<file path="src/sv/ipap_pkg.sv">
// ipap_pkg: shared types, character codes and per-character step functions
// for the address text parser. No dependencies.
`default_nettype none
package ipap_pkg;

	localparam int unsigned NUM_GROUPS = 8;
	localparam int unsigned NUM_OCTETS = 4;
	localparam logic [3:0] NO_GAP = 4'd8;
	localparam logic [9:0] DEC_SAT = 10'd1023;
	localparam logic [9:0] PART_MAX = 10'd255;

	localparam logic [7:0] CH_NUL = 8'h00;
	localparam logic [7:0] CH_COLON = 8'h3A;
	localparam logic [7:0] CH_DOT = 8'h2E;
	localparam logic [7:0] CH_ZERO = 8'h30;
	localparam logic [7:0] CH_NINE = 8'h39;
	localparam logic [7:0] CH_LC_A = 8'h61;
	localparam logic [7:0] CH_LC_F = 8'h66;
	localparam logic [7:0] CASE_BIT = 8'h20;

	localparam logic [1:0] FAM_V4 = 2'd0;
	localparam logic [1:0] FAM_V6 = 2'd1;

	typedef enum logic [1:0] {
		ST_PARSED = 2'd0,
		ST_MALFORMED = 2'd1,
		ST_UNSUPPORTED = 2'd2
	} status_t;

	typedef enum logic [2:0] {
		PH_START = 3'd0,
		PH_V4 = 3'd1,
		PH_V6_LEAD = 3'd2,
		PH_V6_TOP = 3'd3,
		PH_V6_GAP = 3'd4,
		PH_V6_GROUP = 3'd5,
		PH_DRAIN = 3'd6,
		PH_V4_TAIL = 3'd7
	} phase_t;

	typedef struct packed {
		phase_t phase;
		logic [NUM_GROUPS-1:0][15:0] groups;
		logic [2:0] gi;
		logic [3:0] gap;
		logic [2:0] dc;
		logic [15:0] hex;
		logic [9:0] dec;
		logic [NUM_OCTETS-1:0][7:0] octets;
		logic [1:0] oi;
		logic err;
	} pstate_t;

	// end-of-string data handed to the address assembly
	typedef struct packed {
		logic ok;
		logic v6;
		logic tail;
		status_t status;
		logic [NUM_GROUPS-1:0][15:0] groups;
		logic [2:0] last;
		logic [3:0] gap;
		logic [31:0] v4_word;
	} eos_t;

	localparam pstate_t PSTATE_RESET = '{
		phase: PH_START, groups: '0, gi: 3'd0, gap: NO_GAP, dc: 3'd0,
		hex: 16'd0, dec: 10'd0, octets: '0, oi: 2'd0, err: 1'b0
	};

	function automatic logic is_dec(logic [7:0] c);
		return (c >= CH_ZERO) && (c <= CH_NINE);
	endfunction

	// {valid, value}
	function automatic logic [4:0] hex_val(logic [7:0] c);
		logic [7:0] lc;
		lc = c | CASE_BIT;
		if (is_dec(c)) begin
			return {1'b1, 4'(c - CH_ZERO)};
		end
		if (lc >= CH_LC_A && lc <= CH_LC_F) begin
			return {1'b1, 4'(lc - CH_LC_A + 8'd10)};
		end
		return 5'd0;
	endfunction

	function automatic logic [9:0] dec_push(logic [9:0] acc, logic [3:0] d);
		logic [13:0] v;
		v = 14'(acc) * 14'd10 + 14'(d);
		return (v > 14'(DEC_SAT)) ? DEC_SAT : v[9:0];
	endfunction

	function automatic logic part_ok(pstate_t s);
		if (s.dc < 3'd1 || s.dc > 3'd3) return 1'b0;
		if (s.dec > PART_MAX) return 1'b0;
		if (s.dc == 3'd2 && s.dec < 10'd10) return 1'b0;
		if (s.dc == 3'd3 && s.dec < 10'd100) return 1'b0;
		return 1'b1;
	endfunction

	function automatic pstate_t fail_st(pstate_t s);
		pstate_t r;
		r = s;
		r.phase = PH_DRAIN;
		r.err = 1'b1;
		return r;
	endfunction

	function automatic pstate_t v6_top(pstate_t s, logic [7:0] c);
		pstate_t r;
		logic [4:0] hv;
		r = s;
		hv = hex_val(c);
		if (c == CH_COLON && s.gap == NO_GAP) begin
			r.gap = {1'b0, s.gi};
			r.groups[s.gi] = 16'd0;
			r.phase = PH_V6_GAP;
		end else if (!hv[4]) begin
			r = fail_st(s);
		end else begin
			r.hex = 16'(hv[3:0]);
			r.dec = (hv[3:0] < 4'd10) ? 10'(hv[3:0]) : DEC_SAT;
			r.dc = 3'd1;
			r.phase = PH_V6_GROUP;
		end
		return r;
	endfunction

	function automatic pstate_t v4_char(pstate_t s, logic [7:0] c);
		pstate_t r;
		r = s;
		if (is_dec(c)) begin
			if (s.dc >= 3'd3) begin
				r = fail_st(s);
			end else begin
				r.dec = dec_push(s.dec, 4'(c - CH_ZERO));
				r.dc = s.dc + 3'd1;
			end
		end else if (c != CH_DOT || !part_ok(s) || s.oi == 2'd3) begin
			r = fail_st(s);
		end else begin
			r.octets[s.oi] = s.dec[7:0];
			r.oi = s.oi + 2'd1;
			r.dc = 3'd0;
			r.dec = 10'd0;
		end
		return r;
	endfunction

	function automatic pstate_t group_char(pstate_t s, logic [7:0] c);
		pstate_t r;
		logic [4:0] hv;
		r = s;
		hv = hex_val(c);
		if (hv[4]) begin
			if (s.dc >= 3'd4) begin
				r = fail_st(s);
			end else begin
				r.hex = {s.hex[11:0], hv[3:0]};
				r.dec = (hv[3:0] < 4'd10) ? dec_push(s.dec, hv[3:0]) : DEC_SAT;
				r.dc = s.dc + 3'd1;
			end
		end else begin
			r.groups[s.gi] = s.hex;
			if (s.gi == 3'd7) begin
				r = fail_st(r);
			end else if (c == CH_COLON) begin
				r.gi = s.gi + 3'd1;
				r.dc = 3'd0;
				r.hex = 16'd0;
				r.dec = 10'd0;
				r.phase = PH_V6_TOP;
			end else if (c == CH_DOT) begin
				if ((s.gi < 3'd6 && s.gap == NO_GAP) || !part_ok(s)) begin
					r = fail_st(r);
				end else begin
					r.gi = s.gi + 3'd1;
					r.groups[s.gi + 3'd1] = 16'd0;
					r.octets[0] = s.dec[7:0];
					r.oi = 2'd1;
					r.dc = 3'd0;
					r.dec = 10'd0;
					r.phase = PH_V4_TAIL;
				end
			end else begin
				r = fail_st(r);
			end
		end
		return r;
	endfunction

endpackage
`default_nettype wire

</file>
<file path="src/sv/ipap_step.sv">
// ipap_step: next parse state for one character, and the end-of-string
// decision when the character is NUL. Uses ipap_pkg.
`default_nettype none
module ipap_step
	import ipap_pkg::*;
(
	input  pstate_t    cur,
	input  logic [7:0] ch,
	input  logic [1:0] family,
	output pstate_t    nxt,
	output eos_t       eos
);

	pstate_t fin;

	always_comb begin
		nxt = cur;
		fin = cur;
		unique case (cur.phase)
			PH_START: begin
				if (family == FAM_V4) begin
					fin.phase = PH_V4;
					nxt = v4_char(fin, ch);
				end else if (family == FAM_V6) begin
					if (ch == CH_COLON) nxt.phase = PH_V6_LEAD;
					else nxt = v6_top(cur, ch);
				end else begin
					nxt.phase = PH_DRAIN;
					nxt.err = 1'b0;
				end
			end
			PH_V4, PH_V4_TAIL: nxt = v4_char(cur, ch);
			PH_V6_LEAD: begin
				if (ch == CH_COLON) nxt = v6_top(cur, ch);
				else nxt = fail_st(cur);
			end
			PH_V6_TOP: nxt = v6_top(cur, ch);
			PH_V6_GAP: begin
				if (cur.gi == 3'd7) begin
					nxt = fail_st(cur);
				end else begin
					fin.gi = cur.gi + 3'd1;
					nxt = v6_top(fin, ch);
				end
			end
			PH_V6_GROUP: nxt = group_char(cur, ch);
			PH_DRAIN: nxt = cur;
		endcase
		if (ch == CH_NUL) nxt = PSTATE_RESET;
	end

	// end of string: pending group or octet is folded in here
	always_comb begin
		logic [NUM_GROUPS-1:0][15:0] g;
		logic [NUM_OCTETS-1:0][7:0] o;
		g = cur.groups;
		o = cur.octets;
		eos.ok = 1'b0;
		eos.v6 = 1'b0;
		eos.tail = 1'b0;
		eos.status = ST_MALFORMED;
		unique case (cur.phase)
			PH_START: eos.status = (family >= 2'd2) ? ST_UNSUPPORTED : ST_MALFORMED;
			PH_DRAIN: eos.status = cur.err ? ST_MALFORMED : ST_UNSUPPORTED;
			PH_V4, PH_V4_TAIL: begin
				if (part_ok(cur) && cur.oi == 2'd3) begin
					o[3] = cur.dec[7:0];
					eos.ok = 1'b1;
					eos.tail = (cur.phase == PH_V4_TAIL);
					eos.v6 = (cur.phase == PH_V4_TAIL);
				end
			end
			PH_V6_GAP: begin
				eos.ok = 1'b1;
				eos.v6 = 1'b1;
			end
			PH_V6_GROUP: begin
				g[cur.gi] = cur.hex;
				if (cur.gap != NO_GAP || cur.gi == 3'd7) begin
					eos.ok = 1'b1;
					eos.v6 = 1'b1;
				end
			end
			PH_V6_LEAD, PH_V6_TOP: eos.status = ST_MALFORMED;
		endcase
		eos.groups = g;
		eos.last = cur.gi;
		eos.gap = cur.gap;
		eos.v4_word = {o[0], o[1], o[2], o[3]};
	end

endmodule
`default_nettype wire

</file>
<file path="src/sv/ipap_expand.sv">
// ipap_expand: builds the final status and 128-bit address from the
// end-of-string data, zero-filling the '::' gap. Uses ipap_pkg.
`default_nettype none
module ipap_expand
	import ipap_pkg::*;
(
	input  eos_t        eos,
	output logic [1:0]  status,
	output logic [63:0] addr_high,
	output logic [63:0] addr_low
);

	logic [NUM_GROUPS-1:0][15:0] r;
	logic [2:0] shift;
	logic       has_gap;

	assign has_gap = (eos.gap < NO_GAP) && (eos.gap <= {1'b0, eos.last});
	assign shift = 3'd7 - eos.last;

	// groups after the gap slide right by the number of missing groups
	always_comb begin
		for (int j = 0; j < NUM_GROUPS; j++) begin
			if (!has_gap || 4'(j) < eos.gap) r[j] = eos.groups[j];
			else if (4'(j) < eos.gap + 4'(shift)) r[j] = 16'd0;
			else r[j] = eos.groups[3'(j) - shift];
		end
	end

	always_comb begin
		status = ST_MALFORMED;
		addr_high = 64'd0;
		addr_low = 64'd0;
		if (!eos.ok) begin
			status = eos.status;
		end else if (eos.v6) begin
			status = ST_PARSED;
			addr_high = {r[0], r[1], r[2], r[3]};
			addr_low = {r[4], r[5], r[6], r[7]};
			if (eos.tail) addr_low[31:0] = eos.v4_word;
		end else begin
			status = ST_PARSED;
			addr_low = {32'd0, eos.v4_word};
		end
	end

endmodule
`default_nettype wire

</file>
<file path="src/sv/ip_address_text_parser_core.sv">
// ip_address_text_parser_core: top level, input register, parse state and
// result register. Uses ipap_pkg, ipap_step and ipap_expand.
`default_nettype none
// The text arrives one character per item with its family code; only the NUL
// item produces a result (status plus the 128-bit address), which is written
// to the result register when that NUL leaves the input register. The block
// takes one character per cycle: each item waits in the input register while
// the parse state and, for NUL, the result register are updated from it. Only
// a held result slows it down: a NUL cannot leave the input register while the
// result register holds an item that is not being taken.
module ip_address_text_parser_core
	import ipap_pkg::*;
(
	input  wire logic        clk,
	input  wire logic        arst_n,
	input  wire logic        in_valid,
	output logic             in_ready,
	input  wire logic [7:0]  ch,
	input  wire logic [1:0]  family,
	output logic             out_valid,
	input  wire logic        out_ready,
	output logic [1:0]       status,
	output logic [63:0]      addr_high,
	output logic [63:0]      addr_low
);

	logic        valid_s1;
	logic [7:0]  ch_s1;
	logic [1:0]  family_s1;
	pstate_t     st_q;
	pstate_t     st_nxt;
	eos_t        eos;
	logic        is_nul;
	logic        fire_s1;
	logic [1:0]  status_nxt;
	logic [63:0] high_nxt;
	logic [63:0] low_nxt;
	logic        out_valid_q;
	logic [1:0]  status_q;
	logic [63:0] high_q;
	logic [63:0] low_q;

	ipap_step u_step (
		.cur    (st_q),
		.ch     (ch_s1),
		.family (family_s1),
		.nxt    (st_nxt),
		.eos    (eos)
	);

	ipap_expand u_expand (
		.eos       (eos),
		.status    (status_nxt),
		.addr_high (high_nxt),
		.addr_low  (low_nxt)
	);

	assign is_nul = (ch_s1 == CH_NUL);
	assign fire_s1 = valid_s1 && (!is_nul || !out_valid_q || out_ready);
	assign in_ready = !valid_s1 || fire_s1;

	always_ff @(posedge clk or negedge arst_n) begin
		if (!arst_n) begin
			valid_s1 <= 1'b0;
			st_q <= PSTATE_RESET;
			out_valid_q <= 1'b0;
		end else begin
			if (in_ready) valid_s1 <= in_valid;
			if (fire_s1) st_q <= st_nxt;
			if (fire_s1 && is_nul) out_valid_q <= 1'b1;
			else if (out_ready) out_valid_q <= 1'b0;
		end
	end

	always_ff @(posedge clk) begin
		if (in_ready && in_valid) begin
			ch_s1 <= ch;
			family_s1 <= family;
		end
		if (fire_s1 && is_nul) begin
			status_q <= status_nxt;
			high_q <= high_nxt;
			low_q <= low_nxt;
		end
	end

	assign out_valid = out_valid_q;
	assign status = status_q;
	assign addr_high = high_q;
	assign addr_low = low_q;

endmodule
`default_nettype wire
</file>
<file path="config.mk">
export PLATFORM = sky130hd
export DESIGN_NAME = ip_address_text_parser_core
export DESIGN_NICKNAME = d
export VERILOG_FILES = /design/src/sv/ipap_pkg.sv /design/src/sv/ipap_step.sv /design/src/sv/ipap_expand.sv /design/src/sv/ip_address_text_parser_core.sv
export SDC_FILE = /design/constraint.sdc
export NUM_CORES = 1
export LEC_CHECK = 0
export BUFFER_PORTS_ARGS = -buffer_cell sky130_fd_sc_hd__buf_4
export CORE_MARGIN = 1.5
export CORE_UTILIZATION = 40
export CTS_CLUSTER_SIZE = 25
export DETAILED_ROUTE_END_ITERATION = 7
export PLACE_DENSITY = 0.61
export SYNTH_ARGS = -nofsm -noshare
export SYNTH_HDL_FRONTEND = slang
export SYNTH_SLANG_ARGS = --single-unit
</file>
<file path="constraint.sdc">
create_clock -name clk -period 7.3 [get_ports clk]
set_input_delay 1.46 -clock clk [delete_from_list [all_inputs] [get_ports clk]]
set_output_delay 1.46 -clock clk [all_outputs]
set_load 0.01 [all_outputs]
</file>
**Word level (Yosys, flattened, before mapping)**

Cells that the tools add are included.

- Bits in registers: 344
- Input bits: 14
- Output and inout port bits: 132
- Word-level logic and storage cells: 509

- Add/sub/neg operators: 18
- Multiply operators: 1
- $lt $le $gt $ge: 52
- Eq/ne operators: 75
- Mux-type cells: 276
- Bitwise operators: 5
- Reductions and logical operators: 54

Operators with widths:

| kind | count |
|---|---|
| 2-to-1 mux 202 bit | 8 |
| one-hot mux 202 bit (6 select lines) | 1 |
| 2-to-1 mux 138 bit | 5 |
| 2-to-1 mux 16 bit | 26 |
| 2-to-1 mux 130 bit | 3 |
| AND 128 bit | 3 |
| binary-select mux 16 bit (select 3 bit) | 8 |
| 2-to-1 mux 128 bit | 2 |
| 2-to-1 mux 64 bit | 4 |
| NOT 128 bit | 2 |
| 2-to-1 mux 201 bit | 1 |
| 2-to-1 mux 199 bit | 1 |
| 2-to-1 mux 198 bit | 1 |
| 2-to-1 mux 29 bit | 6 |
| 2-to-1 mux 1 bit | 142 |
| 2-to-1 mux 132 bit | 1 |
| 2-to-1 mux 131 bit | 1 |
| bitwise mux 128 bit | 1 |
| 2-to-1 mux 5 bit | 22 |
| 2-to-1 mux 10 bit | 10 |
| demux 16 bit (select 3 bit) | 2 |
| 2-to-1 mux 44 bit | 2 |
| 2-to-1 mux 32 bit | 2 |
| < comparator 3 x 4 -> 1 bit, second input constant | 10 |
| other kinds (77) | 217 |

**Depth between registers and ports, before layout**

Gate-level depths: netlist of run 1.

- Depth in word-level cells: 50
- Gate-level depth with buffers: 19

**Cells and area by module**

A second synthesis of run 1 with hierarchy kept.

- Cell total of the unflattened synthesis: 2,562
- Area, all modules: 29,124.2 µm²

By module, submodules not included:

| module | instances | cells an instance | area each (µm²) | sequential area each (µm²) |
|---|---|---|---|---|
| ip_address_text_parser_core | 1 | 581 | 12,627.1 | 9,310.2 |
| ipap_step | 1 | 1,248 | 8,444.3 | 0.0 |
| ipap_expand | 1 | 733 | 8,052.7 | 0.0 |

**Worst setup path before layout of run 1**

Ideal clock, no wire load.

- Path type: register -> register
- Start point: reg ch_s1[0]
- End point: reg high_q[0] (netlist: addr_high[0]), enable pin
- Data arrival time: 7,281 ps
- Data required time: 6,677 ps
- Slack: -603 ps
- Stages on the path, launching flop included: 9
- Buffers on the path: 2
- Clock period less this slack: 7,903 ps
- Cell sequence: edfxtp_1 > inv_1 > ha_1 > nor4b_1 > and2_1 > buf_2 > buf_1 > nand2_1 > nor2_1

- Word-level cells in the longest chain between the ends: 6

Ends and longest elaborated chain:

| element | RTL line | text |
|---|---|---|
| start: declaration | ip_address_text_parser_core.sv:28 | `logic [7:0] ch_s1;` |
| start signal: assignment | ip_address_text_parser_core.sv:77 | `ch_s1 <= ch;` |
| logical NOT 8 bit (*) | ip_address_text_parser_core.sv:58 | `assign is_nul = (ch_s1 == CH_NUL);` |
| logical NOT 1 bit | ip_address_text_parser_core.sv:59 | `assign fire_s1 = valid_s1 && (!is_nul \|\| !out_valid_q \|\| out_ready);` |
| logical OR 1 bit (2 in a row) | ip_address_text_parser_core.sv:59 |  |
| logical AND 1 bit | ip_address_text_parser_core.sv:59 |  |
| logical AND 1 bit (*) | ip_address_text_parser_core.sv:80 | `if (fire_s1 && is_nul) begin` |
| end signal: assignment | ip_address_text_parser_core.sv:82 | `high_q <= high_nxt;` |
| end: declaration | ip_address_text_parser_core.sv:40 | `logic [63:0] high_q;` |

Every way passes the cells marked *; elsewhere a longest branch is shown, timed or not.
A chain may end at the register's enable or synchronous reset.

**Worst setup path in the final report of run 1**

- Start point: reg st_q[68] (netlist bit)
- End point: reg high_q[57] (netlist: addr_high[57]), data pin

- Word-level cells in the longest chain between the ends: 10
- Elaborated cells on any way between the ends: 24
- Classes of those cells: 3 x add/sub; 4 x order compare; 1 x eq/ne; 10 x mux; 6 x reduce/logical

Ends and longest elaborated chain:

| element | RTL line | text |
|---|---|---|
| start: declaration | ip_address_text_parser_core.sv:30 | `pstate_t st_q;` |
| start signal: assignment | ip_address_text_parser_core.sv:69 | `if (fire_s1) st_q <= st_nxt;` |
| < comparator 3 x 4 -> 1 bit (not written as such) or >= comparator 3 x 1 -> 1 bit (tied branches) | ipap_step.sv:78 | `g[cur.gi] = cur.hex;` |
| logical AND 1 bit (not written as such) | ipap_step.sv:78 |  |
| 2-to-1 mux 16 bit (not written as such) | ipap_step.sv:78 |  |
| demux 16 bit (select 3 bit) | -- |  |
| bitwise mux 128 bit | ipap_step.sv:78 |  |
| 2-to-1 mux 128 bit | ipap_step.sv:62 | `unique case (cur.phase)` |
| binary-select mux 16 bit (select 3 bit) | ipap_expand.sv:25 | `else r[j] = eos.groups[3'(j) - shift];` |
| 2-to-1 mux 16 bit (not written as such) | ipap_expand.sv:25 |  |
| 2-to-1 mux 16 bit | ipap_expand.sv:24 | `else if (4'(j) < eos.gap + 4'(shift)) r[j] = 16'd0;` |
| 2-to-1 mux 16 bit | ipap_expand.sv:23 | `if (!has_gap \|\| 4'(j) < eos.gap) r[j] = eos.groups[j];` |

Parallel ways exist; a longest one is shown, timed or not. The select of a mux whose other input is x is not followed.

==> results of run 1 <==
[cell families after synthesis]
kind of cell,share of synthesized area [%]
xor gates and xnor gates,0.737
DFF,38.3
and+or+nand+nor,12.3
muxes,19.1
adders and majority gates,2.86
buffers and inverters,4.44
AOI/OAI and AO/OA,22.2
[critical path: stages (launching register included)]
cell and delay [ps]:
sky130_fd_sc_hd__dfrtp_4 840, sky130_fd_sc_hd__inv_1 600, sky130_fd_sc_hd__ha_1 400, sky130_fd_sc_hd__a21o_1 150
sky130_fd_sc_hd__a21oi_1 290, sky130_fd_sc_hd__xor2_1 310, sky130_fd_sc_hd__nand4_1 1020, sky130_fd_sc_hd__or3_1 1110
sky130_fd_sc_hd__o22a_1 350, sky130_fd_sc_hd__nor2_1 110
[final cells by class]
| class | instances | area [sq um] | share of cell area, % |
|---|---|---|---|
| clock buffers | 51 | 1070 | 4.00 |
| clock inverters | 22 | 224 | 0.834 |
| inverters | 46 | 173 | 0.643 |
| multi-input cells | 1859 | 13700 | 51.1 |
| flip-flops and latches | 336 | 9120 | 33.9 |
| well taps | 773 | 967 | 3.60 |
| repair buffers | 208 | 1580 | 5.87 |
[routing by layer]
layer,vias up,global-route usage (%),routed length [microns]
met5,-,0,13
met4,2,13.8,4690
met3,209,7.12,10600
met2,1422,43.1,38500
met1,10652,43.1,39100
li1,9304,-,-
[cells in the mapped netlist (5+ instances only)]
| library cell | count | share of area, % |
|---|---|---|
| sky130_fd_sc_hd__nor2_1 | 220 | 3.5 |
| sky130_fd_sc_hd__o221ai_1 | 7 | 0.26 |
| sky130_fd_sc_hd__buf_2 | 21 | 0.44 |
| sky130_fd_sc_hd__a31oi_1 | 14 | 0.37 |
| sky130_fd_sc_hd__ha_1 | 48 | 2.5 |
| sky130_fd_sc_hd__clkbuf_1 | 160 | 2.5 |
| sky130_fd_sc_hd__a32o_1 | 6 | 0.25 |
| sky130_fd_sc_hd__o21ai_1 | 9 | 0.19 |
| sky130_fd_sc_hd__a21oi_1 | 153 | 3.2 |
| sky130_fd_sc_hd__o22a_1 | 80 | 2.9 |
| sky130_fd_sc_hd__or2_2 | 5 | 0.13 |
| sky130_fd_sc_hd__edfxtp_1 | 140 | 18 |
| sky130_fd_sc_hd__o211ai_1 | 31 | 0.98 |
| sky130_fd_sc_hd__a21o_1 | 16 | 0.51 |
| sky130_fd_sc_hd__nand2b_1 | 11 | 0.29 |
| sky130_fd_sc_hd__xor2_1 | 9 | 0.33 |
| sky130_fd_sc_hd__nand4_1 | 10 | 0.26 |
| sky130_fd_sc_hd__nand2_1 | 262 | 4.1 |
| sky130_fd_sc_hd__dfrtp_1 | 195 | 21 |
| sky130_fd_sc_hd__o21a_1 | 21 | 0.66 |
| sky130_fd_sc_hd__nor3_1 | 23 | 0.48 |
| sky130_fd_sc_hd__mux4_2 | 64 | 6.1 |
| sky130_fd_sc_hd__or3_1 | 10 | 0.26 |
| sky130_fd_sc_hd__buf_1 | 29 | 0.46 |
| sky130_fd_sc_hd__and2_1 | 12 | 0.32 |
| sky130_fd_sc_hd__a211oi_1 | 15 | 0.47 |
| sky130_fd_sc_hd__mux2i_1 | 307 | 13 |
| sky130_fd_sc_hd__xnor2_1 | 11 | 0.41 |
| sky130_fd_sc_hd__nand3_1 | 35 | 0.74 |
| sky130_fd_sc_hd__a22o_1 | 140 | 5.2 |
| sky130_fd_sc_hd__a21boi_0 | 18 | 0.57 |
| sky130_fd_sc_hd__nor2b_1 | 15 | 0.39 |
| sky130_fd_sc_hd__inv_1 | 45 | 0.71 |
| sky130_fd_sc_hd__o21ai_0 | 165 | 3.5 |
| sky130_fd_sc_hd__and3_1 | 14 | 0.37 |
| sky130_fd_sc_hd__a2111oi_0 | 5 | 0.18 |
| sky130_fd_sc_hd__o22ai_1 | 28 | 0.74 |
[sequential cells by signal, summed over array words and instances, names as in the netlist]
register,cells
out_valid,1
addr_low,64
ch_s1,8
st_q,194
status,2
addr_high,64
valid_s1,1
family_s1,2
[how the worst max path moves through the flow]
| stage | start | endpoint | slack, ps | depth (start not counted) |
|---|---|---|---|---|
| floorplan | ch_s1[0] | addr_high[0] | 1590 | 8 |
| global placement | st_q[68] | addr_high[58] | 2300 | 9 |
| detailed placement | st_q[68] | addr_high[53] | 2110 | 9 |
| CTS | st_q[68] | addr_high[57] | 2110 | 9 |
| global route | st_q[68] | addr_high[55] | 1790 | 9 |
| finish | st_q[68] | addr_high[57] | 1920 | 9 |
[stage by stage]
stage               instance area, sq um  total power, mW  worst slack, ps
detailed placement                 25600             8.96             2110
CTS                                26900             11.0             2110
finish                             26900             11.2             1920
global placement                   25500             8.87             2300
floorplan                          23800             6.79             1590
global route                       26900             11.7             1790
[report_power, final]
group	switching (mW)	internal [mW]	leakage [nW]
Clock	0.846	1.18	0.639
Combinational	4.48	2.06	5.72
Sequential	0.482	2.15	3.93
==> impl_summary.log, run 1 <==
[metrics] portion of the post-synthesis area used by sequential elements: 38.3%
[metrics] Die Span Y: 247 microns
[metrics] HP Start: st_q[3]
[metrics] clock latency on the worst-skew pair: 590 ps
[metrics] Critical Setup Path Class: reg2reg
[metrics] class of the most critical hold timing path: reg2reg
[metrics] first-iteration detailed-routing DRC count: 2830
[metrics] Worst R2R End: addr_high[57]
[metrics] number of buffers inserted by hold repair at cts: 0
[metrics] top fanout value on the critical path: 43
[metrics] setup repair after global routing missed its margin: false
[metrics] worst endpoint required time: 7700 ps
[metrics] Fin Clk Skew: 37.8 ps
[metrics] number of synthesized flops with an enable pin: 140
[metrics] worst hold path depth: 1
[metrics] slew at the pin closest to its max-slew limit: 1320 ps
[metrics] TritonCTS clock tree: built
[metrics] global-route wire length before repair: 137000 microns
[metrics] kind of launch point of the worst setup path: flip-flop
[metrics] post-synthesis to final-layout area growth: 13.0%
[metrics] Max IR drop VDD: 0.402 mV
[metrics] netlist area before placement: 23800 sq um
[metrics] warnings from Yosys: 0
[metrics] endpoints failing hold: 0
[metrics] post-detailed-route DRC marker count: 0
[metrics] top_reg_cell synth: sky130_fd_sc_hd__dfrtp_1
[metrics] number of global-route vias before repair: 20.4k
[metrics] Reg2Reg Depth: 9
[metrics] clock sink total: 336
[metrics] die footprint: 60900 sq um
[metrics] Final ANT Viol Nets: 0
[metrics] Initial DRT Pass Iterations: 5
[metrics] type of destination of the critical path: flip-flop
[metrics] final cycle utilization of the critical path: 73.7%
[metrics] Num CTS Buffers: 40
[metrics] # resized after CTS: 0
[metrics] deepest level of the CTS H-tree: 2
[metrics] Routed WL: 92900 microns
[metrics] number of max-cap violations: 0
[metrics] maximum number of pins on one net before global-route repair: 96
[metrics] overall routing resource usage: 30.2%
[metrics] post-synthesis net count: 2524
[metrics] detailed-route via count: 21.6k
[metrics] number of cells in the design after placement: 3222
[metrics] buffer depth of the longest clock path: 3
[metrics] post-detailed-placement half-perimeter wirelength: 66400 microns
[metrics] end point of the worst hold path: st_q[3]
[metrics] synthesis-stage register bit count: 336
[metrics] commonest cells after routing, fill and taps aside: sky130_fd_sc_hd__mux2i_1 (307), sky130_fd_sc_hd__nand2_1 (262), sky130_fd_sc_hd__nor2_1 (210)
[metrics] Core Rows: 89
[metrics] clock root buffer: sky130_fd_sc_hd__clkbuf_16
[metrics] setup tns final: 0 ps
[metrics] ratio of cells with drive above 1 in the final layout: 15.7%
[metrics] FMAX: 0.186 GHz
[metrics] Slew Limit Headroom: 11.8%
[metrics] die width: 247 microns
[metrics] fin. max-slew vios: 0
[metrics] drt via density: 6.55
[metrics] core area: 58900 sq um
[metrics] post-layout minimum cycle time: 5380 ps
[metrics] Mapped Cells: 2458
[metrics] count of cell types in the netlist: 96
[metrics] power density over the cells: 417 nW/um^2
[metrics] Fillers: 5578
[metrics] Antenna Diode Count: 0
[metrics] setup slack of the worst register-to-register path: 1920 ps
[metrics] average wire per standard cell: 28.2 microns
[metrics] initial core utilization: 40.3%
[metrics] count of placed standard cells in the final layout, fillers left out: 3295
[metrics] # nets final: 2557
[metrics] count of buffers from port buffering: 145
[metrics] Util after Layout: 45.6%
[metrics] run status: finished, final reports clean
[metrics] Synth Area per Inst: 9.67 sq um
[metrics] number of antenna violations at the first check in global routing: 1
[metrics] last weighted congestion value of the routability-driven placer: 1.03
[metrics] r2r startpoint: st_q[68]
[metrics] clock edge transition at the registers on the reported setup and hold paths: 60 ps
[metrics] Hold WS: 506 ps
[metrics] Final setup violation count: 0
[metrics] commonest non-fill, non-tap cell in the layout: sky130_fd_sc_hd__mux2i_1
[metrics] static leakage: 10.3 nW
[metrics] sum of overflow across all layers after global routing: 0
[metrics] I/O pins: 146
[metrics] Arrival @ worst endpoint: 5780 ps
[metrics] FFs w/ async S/R, synth: 58.3%
[metrics] number of setup buffers added after CTS: 0
No activity file was read; power rests on OpenSTA's default activity.
==> inputs of run 2 (changes only) <==
--- a/config.mk
+++ b/config.mk
@@ -10,7 +10,7 @@
 export CORE_UTILIZATION = 40
 export CTS_CLUSTER_SIZE = 25
 export DETAILED_ROUTE_END_ITERATION = 7
-export PLACE_DENSITY = 0.61
+export PLACE_DENSITY = 0.58
 export SYNTH_ARGS = -nofsm -noshare
 export SYNTH_HDL_FRONTEND = slang
 export SYNTH_SLANG_ARGS = --single-unit
==> constraint.sdc (replaced) <==
create_clock -name clk -period 5.6 [get_ports clk]
set_input_delay 1.12 -clock clk [delete_from_list [all_inputs] [get_ports clk]]
set_output_delay 1.12 -clock clk [all_outputs]
set_load 0.01 [all_outputs]
==> run 2 against run 1 <==
  * Cell area up 1.0%
  * Core utilization up 0.46 points
  * Final cell count up 0.55%
  * Global-route usage up 0.91 points
  * Setup slack worse by 1200 ps
  * Count of clock-buffer cells in the layout down 2
  * Register-to-register slack worse by 1200 ps
  * Combinational power up 41%
  * Maximum frequency up 9.1%
  * Critical path type unchanged
==> impl_summary.log, run 2 (synthesis gave the netlist of run 1 again) <==
[metrics] run status: finished, final reports clean
[metrics] drt via density: 6.50
[metrics] deepest level of the CTS H-tree: 2
[metrics] overall routing resource usage: 31.1%
[metrics] FMAX: 0.203 GHz
[metrics] setup repair after global routing missed its margin: false
[metrics] Arrival @ worst endpoint: 5400 ps
[metrics] dpl cell area: 25700 sq um
[metrics] worst-path cell with the longest stage delay: sky130_fd_sc_hd__or4_1
[metrics] CP cell instances: inv_1 -> ha_1 -> o21bai_1 -> a21o_1 -> o21ai_0 -> ha_1 -> inv_1 -> fa_1 -> nor2b_1 -> o21ai_0 -> nor3_1 -> nand3_1 -> or4_1 -> a21oi_1 -> and3_1 -> o211ai_1 -> a32o_1
[metrics] commonest non-fill, non-tap cell in the layout: sky130_fd_sc_hd__mux2i_1
[metrics] count of buffers from port buffering: 145
[metrics] clock latency on the worst-skew pair: 590 ps
[metrics] power share of the clock group: 18.6%
[metrics] number of buffers inserted by hold repair at cts: 0
[metrics] number of antenna violations at the first check in global routing: 2
[metrics] Initial DRT Pass Iterations: 6
[metrics] Largest Register: st_q
[metrics] first-iteration detailed-routing DRC count: 2614
[metrics] number of buffer and inverter stages on the critical path: 2
[metrics] logic gate share of total power: 59.7%
[metrics] number of cells in the design after placement: 3236
[metrics] clock root buffer: sky130_fd_sc_hd__clkbuf_16
[metrics] top fanout value on the critical path: 7
[metrics] die footprint: 60900 sq um
[metrics] # resized after CTS: 0
[metrics] clock sink total: 336
[metrics] Fin Clk Skew: 40.6 ps
[metrics] global-route wire length before repair: 139000 microns
[metrics] Net Sw Frac: 52.7%
[metrics] final cycle utilization of the critical path: 88.1%
[metrics] endpoints failing hold: 0
[metrics] Util after Layout: 46.1%
[metrics] number of max-cap violations: 0
[metrics] type of destination of the critical path: flip-flop
[metrics] Routed WL: 96100 microns
[metrics] last weighted congestion value of the routability-driven placer: 0.971
[metrics] Largest register FFs: 194
[metrics] maximum number of pins on one net before global-route repair: 132
[metrics] Num CTS Buffers: 41
[metrics] Critical Setup Path Class: reg2reg
[metrics] slew at the pin closest to its max-slew limit: 1450 ps
[metrics] die width: 247 microns
[metrics] number of global-route vias before repair: 20.3k
[metrics] Design Area, Final: 27100 sq um
[metrics] part of the power in registers: 21.7%
[metrics] count of placed standard cells in the final layout, fillers left out: 3313
[metrics] kind of launch point of the worst setup path: flip-flop
[metrics] initial core utilization: 40.3%
[metrics] I/O pins: 146
[metrics] Hold WS: 507 ps
[metrics] Die Span Y: 247 microns
[metrics] post-detailed-placement half-perimeter wirelength: 65500 microns
[metrics] switching power summed over all nets: 8.13 mW
[metrics] Worst path max stage delay: 540 ps
[metrics] detailed-route via count: 21.5k
[metrics] Top delay family on crit path: compound AO/OA/AOI/OAI gates
[metrics] worst endpoint required time: 6070 ps
[metrics] commonest cells after routing, fill and taps aside: sky130_fd_sc_hd__mux2i_1 (307), sky130_fd_sc_hd__nand2_1 (262), sky130_fd_sc_hd__buf_4 (220)
[metrics] buffer depth of the longest clock path: 3
[metrics] worst-case setup slack after placement: 796 ps
[metrics] TritonCTS clock tree: built
[metrics] average wire per standard cell: 29.0 microns
[metrics] clock edge transition at the registers on the reported setup and hold paths: 60 ps
[metrics] number of setup buffers added after CTS: 0
[metrics] fin. max-slew vios: 0
[metrics] Core Rows: 89
[metrics] ratio of cells with drive above 1 in the final layout: 16.3%
[metrics] Max IR drop VDD: 0.677 mV
[metrics] core area: 58900 sq um
[metrics] overall power of the completed layout: 15.4 mW
[metrics] sum of overflow across all layers after global routing: 0
[metrics] post-layout minimum cycle time: 4930 ps
[metrics] static leakage: 10.4 nW
[metrics] final setup slack of the worst path: 667 ps
[metrics] power density over the cells: 569 nW/um^2
[metrics] post-synthesis to final-layout area growth: 14.2%
[metrics] setup slack of the worst register-to-register path: 670 ps
[metrics] Slew Limit Headroom: 2.26%
[metrics] setup tns final: 0 ps
[metrics] # nets final: 2572
[metrics] cell-internal power: 7.31 mW
[metrics] Final ANT Viol Nets: 0
[metrics] class of the most critical hold timing path: reg2reg
[metrics] Final setup violation count: 0
[metrics] post-detailed-route DRC marker count: 0
run 2: routing by layer:
layer | share of wire, % | vias up | GRT usage (%)
met5 | 0.016 | - | 0
met4 | 5.7 | 2 | 15.9
met3 | 11 | 244 | 8.38
met2 | 42 | 1252 | 44.9
met1 | 41 | 10724 | 42.6
li1 | - | 9324 | -
run 2: power by group through the flow:
stage	Combinational (mW)	Sequential [mW]	Clock, mW
after floorplan	5.83	3.03	0
after global placement	8.82	3.36	0
after detailed placement	8.86	3.37	0
after CTS	8.90	3.32	2.90
after global routing	9.56	3.38	3.01
final	9.22	3.36	2.87
run 2: worst paths after layout:
check                         start   endpoint  cells after the start
hold reg to reg            st_q[16]   st_q[16]                      1
setup reg to reg           ch_s1[0]   st_q[37]                     17
setup / recovery           ch_s1[0]   st_q[37]                     17
max in group asynchronous    arst_n  st_q[137]                      2
min in group asynchronous    arst_n   st_q[99]                      1
hold / removal             st_q[16]   st_q[16]                      1
run 2: final cells by class:
type / count / area (sq um)
Sequential cell: 336 / 9120
Antenna cell: 1 / 2.50
Timing Repair Buffer: 222 / 1690
Fill cell: 5560 / 31800
Tap cell: 773 / 967
Clock buffer: 49 / 1070
Clock inverter: 27 / 358
Inverter: 46 / 173
Multi-Input combinational cell: 1859 / 13800
==> inputs of run 3 (changes only) <==
--- a/config.mk
+++ b/config.mk
@@ -6,11 +6,13 @@
 export NUM_CORES = 1
 export LEC_CHECK = 0
 export BUFFER_PORTS_ARGS = -buffer_cell sky130_fd_sc_hd__buf_4
+export CELL_PAD_IN_SITES_DETAIL_PLACEMENT = 0
+export CELL_PAD_IN_SITES_GLOBAL_PLACEMENT = 1
 export CORE_MARGIN = 1.5
-export CORE_UTILIZATION = 40
+export CORE_UTILIZATION = 49
 export CTS_CLUSTER_SIZE = 25
 export DETAILED_ROUTE_END_ITERATION = 7
-export PLACE_DENSITY = 0.58
+export PLACE_DENSITY = 0.84
 export SYNTH_ARGS = -nofsm -noshare
 export SYNTH_HDL_FRONTEND = slang
 export SYNTH_SLANG_ARGS = --single-unit
==> run 3 against run 2 <==
  * Setup slack improved by 40 ps
  * Final cell count down 5.1%
  * Via count increased by 0.71%
  * Die area decreased by 18%
  * Critical path depth is the same
  * Clock skew shrank 20 ps
==> impl_summary.log, run 3 (synthesis gave the netlist of run 1 again) <==
[metrics] run status: finished, final reports clean
[metrics] count of buffers from port buffering: 145
[metrics] Final ANT Viol Nets: 0
[metrics] type of destination of the critical path: flip-flop
[metrics] number of max-cap violations: 0
[metrics] Antenna Diode Count: 0
[metrics] number of antenna violations at the first check in global routing: 1
[metrics] Largest register FFs: 194
[metrics] Util after Layout: 56.0%
[metrics] endpoints failing hold: 0
[metrics] Core Rows: 80
[metrics] Largest Register: st_q
[metrics] worst-path cell with the longest stage delay: sky130_fd_sc_hd__or4_1
[metrics] top fanout value on the critical path: 7
[metrics] commonest non-fill, non-tap cell in the layout: sky130_fd_sc_hd__mux2i_1
[metrics] logic gate share of total power: 59.0%
[metrics] detailed-route via count: 21.7k
[metrics] Fillers: 4164
[metrics] slew at the pin closest to its max-slew limit: 1290 ps
[metrics] Initial DRT Pass Iterations: 6
[metrics] Die Span Y: 223 microns
[metrics] Worst path max stage delay: 560 ps
[metrics] power share of the clock group: 18.1%
[metrics] last weighted congestion value of the routability-driven placer: 1.00
[metrics] buffer depth of the longest clock path: 3
[metrics] power density over the cells: 557 nW/um^2
[metrics] Fin Clk Skew: 20.1 ps
[metrics] fin. max-slew vios: 0
[metrics] # resized after CTS: 0
[metrics] total area of sequential cells: 9120 sq um
[metrics] multi-input combinational cell area: 13700 sq um
[metrics] setup repair after global routing missed its margin: false
[metrics] initial core utilization: 49.8%
[metrics] static leakage: 10.3 nW
[metrics] part of the power in registers: 22.9%
[metrics] # nets final: 2566
[metrics] dpl cell area: 25400 sq um
[metrics] die footprint: 49800 sq um
[metrics] class of the most critical hold timing path: reg2reg
[metrics] commonest cells after routing, fill and taps aside: sky130_fd_sc_hd__mux2i_1 (307), sky130_fd_sc_hd__nand2_1 (262), sky130_fd_sc_hd__buf_4 (215)
[metrics] CP cell instances: inv_1 -> ha_1 -> o21bai_1 -> a21o_1 -> o21ai_0 -> ha_1 -> inv_1 -> fa_1 -> nor2b_1 -> o21ai_0 -> nor3_1 -> nand3_1 -> or4_1 -> a21oi_1 -> and3_1 -> o211ai_1 -> a32o_1
[metrics] Final setup violation count: 0
[metrics] Num CTS Buffers: 40
[metrics] post-detailed-route DRC marker count: 0
[metrics] Design Area, Final: 26800 sq um
[metrics] first-iteration detailed-routing DRC count: 2925
[metrics] Critical Setup Path Class: reg2reg
[metrics] switching power summed over all nets: 7.73 mW
[metrics] I/O pins: 146
[metrics] number of setup buffers added after CTS: 0
[metrics] clock edge transition at the registers on the reported setup and hold paths: 60 ps
[metrics] overall routing resource usage: 35.6%
[metrics] cell-internal power: 7.16 mW
[metrics] number of buffers inserted by hold repair at cts: 0
[metrics] kind of launch point of the worst setup path: flip-flop
[metrics] core area: 47700 sq um
[metrics] post-detailed-placement half-perimeter wirelength: 62800 microns
[metrics] global-route wire length before repair: 133000 microns
[metrics] Hold WS: 506 ps
[metrics] FMAX: 0.204 GHz
[metrics] Routed WL: 89800 microns
[metrics] Arrival @ worst endpoint: 5340 ps
[metrics] number of global-route vias before repair: 20.5k
[metrics] sum of overflow across all layers after global routing: 0
[metrics] final cycle utilization of the critical path: 87.4%
[metrics] Max IR drop VDD: 0.624 mV
[metrics] Net Sw Frac: 51.9%
[metrics] setup tns final: 0 ps
[metrics] post-layout minimum cycle time: 4890 ps
[metrics] post-synthesis to final-layout area growth: 12.6%
[metrics] deepest level of the CTS H-tree: 2
[metrics] ratio of cells with drive above 1 in the final layout: 15.8%
[metrics] TritonCTS clock tree: built
[metrics] clock sink total: 336
[metrics] drt via density: 6.90
[metrics] maximum number of pins on one net before global-route repair: 132
[metrics] worst endpoint required time: 6050 ps
[metrics] clock root buffer: sky130_fd_sc_hd__clkbuf_16
[metrics] die width: 223 microns
[metrics] clock latency on the worst-skew pair: 570 ps
[metrics] average wire per standard cell: 28.6 microns
[metrics] Slew Limit Headroom: 13.9%
## run 3: changes by cell type in the layout (fill, tap and decap cells not counted), sizes merged
cell | previous run | this run
buf | 221 | 216
clkbuf | 50 | 55
clkinvlp | 5 | 1
bufinv | 7 | 4
inv | 49 | 47
diode | 1 | 0
## run 3: area by class of cell
cell class / instances / share of cell area [%]
Tap cell: 615 / 2.88
Inverter: 46 / 0.645
Multi-Input combinational cell: 1859 / 51.3
Timing Repair Buffer: 217 / 6.16
Clock inverter: 18 / 0.711
Clock buffer: 54 / 4.28
Sequential cell: 336 / 34.1
## run 3: worst max-delay path, delay by kind of cell (launching register included)
kind,cells,cell delay [ps]
fa+ha+maj,3,900
compound gates,7,1730
flops,1,490
buf+inv,2,240
simple gates,5,1400
## run 3: final timing paths
check / from / to / slack, ps / cells after the start
min in group asynchronous: arst_n / st_q[130] / 590 / 1
setup reg to reg: ch_s1[1] / st_q[37] / 710 / 17
hold reg to reg: st_q[9] / st_q[9] / 510 / 1
setup / recovery: ch_s1[1] / st_q[37] / 710 / 17
max in group asynchronous: arst_n / st_q[93] / 3650 / 2
hold / removal: st_q[9] / st_q[9] / 510 / 1
## run 3: metal layers
layer  vias to the layer above  part of all wire, %  track usage [%]
li1                       9316                    -                -
met1                     10645                   40             50.1
met2                      1521                   41             49.6
met3                       216                   13             9.89
met4                         0                  5.5             18.6
met5                         -                    0                0
## run 3: per-stage QoR
stage	cells	setup slack, ps	total power [mW]
2_1_floorplan	2458	1330	8.86
4_1_cts	3145	810	14.6
5_1_grt	3145	414	15.4
3_5_place_dp	3073	830	11.9
6_report	3145	708	14.9
3_3_place_gp	3073	1020	11.7
## run 3: power by group through the flow
stage	Sequential (mW)	Clock [mW]	Combinational (mW)
floorplan	3.03	0	5.83
global placement	3.39	0	8.34
detailed placement	3.40	0	8.46
CTS	3.36	2.72	8.49
global route	3.42	2.81	9.16
finish	3.41	2.70	8.78
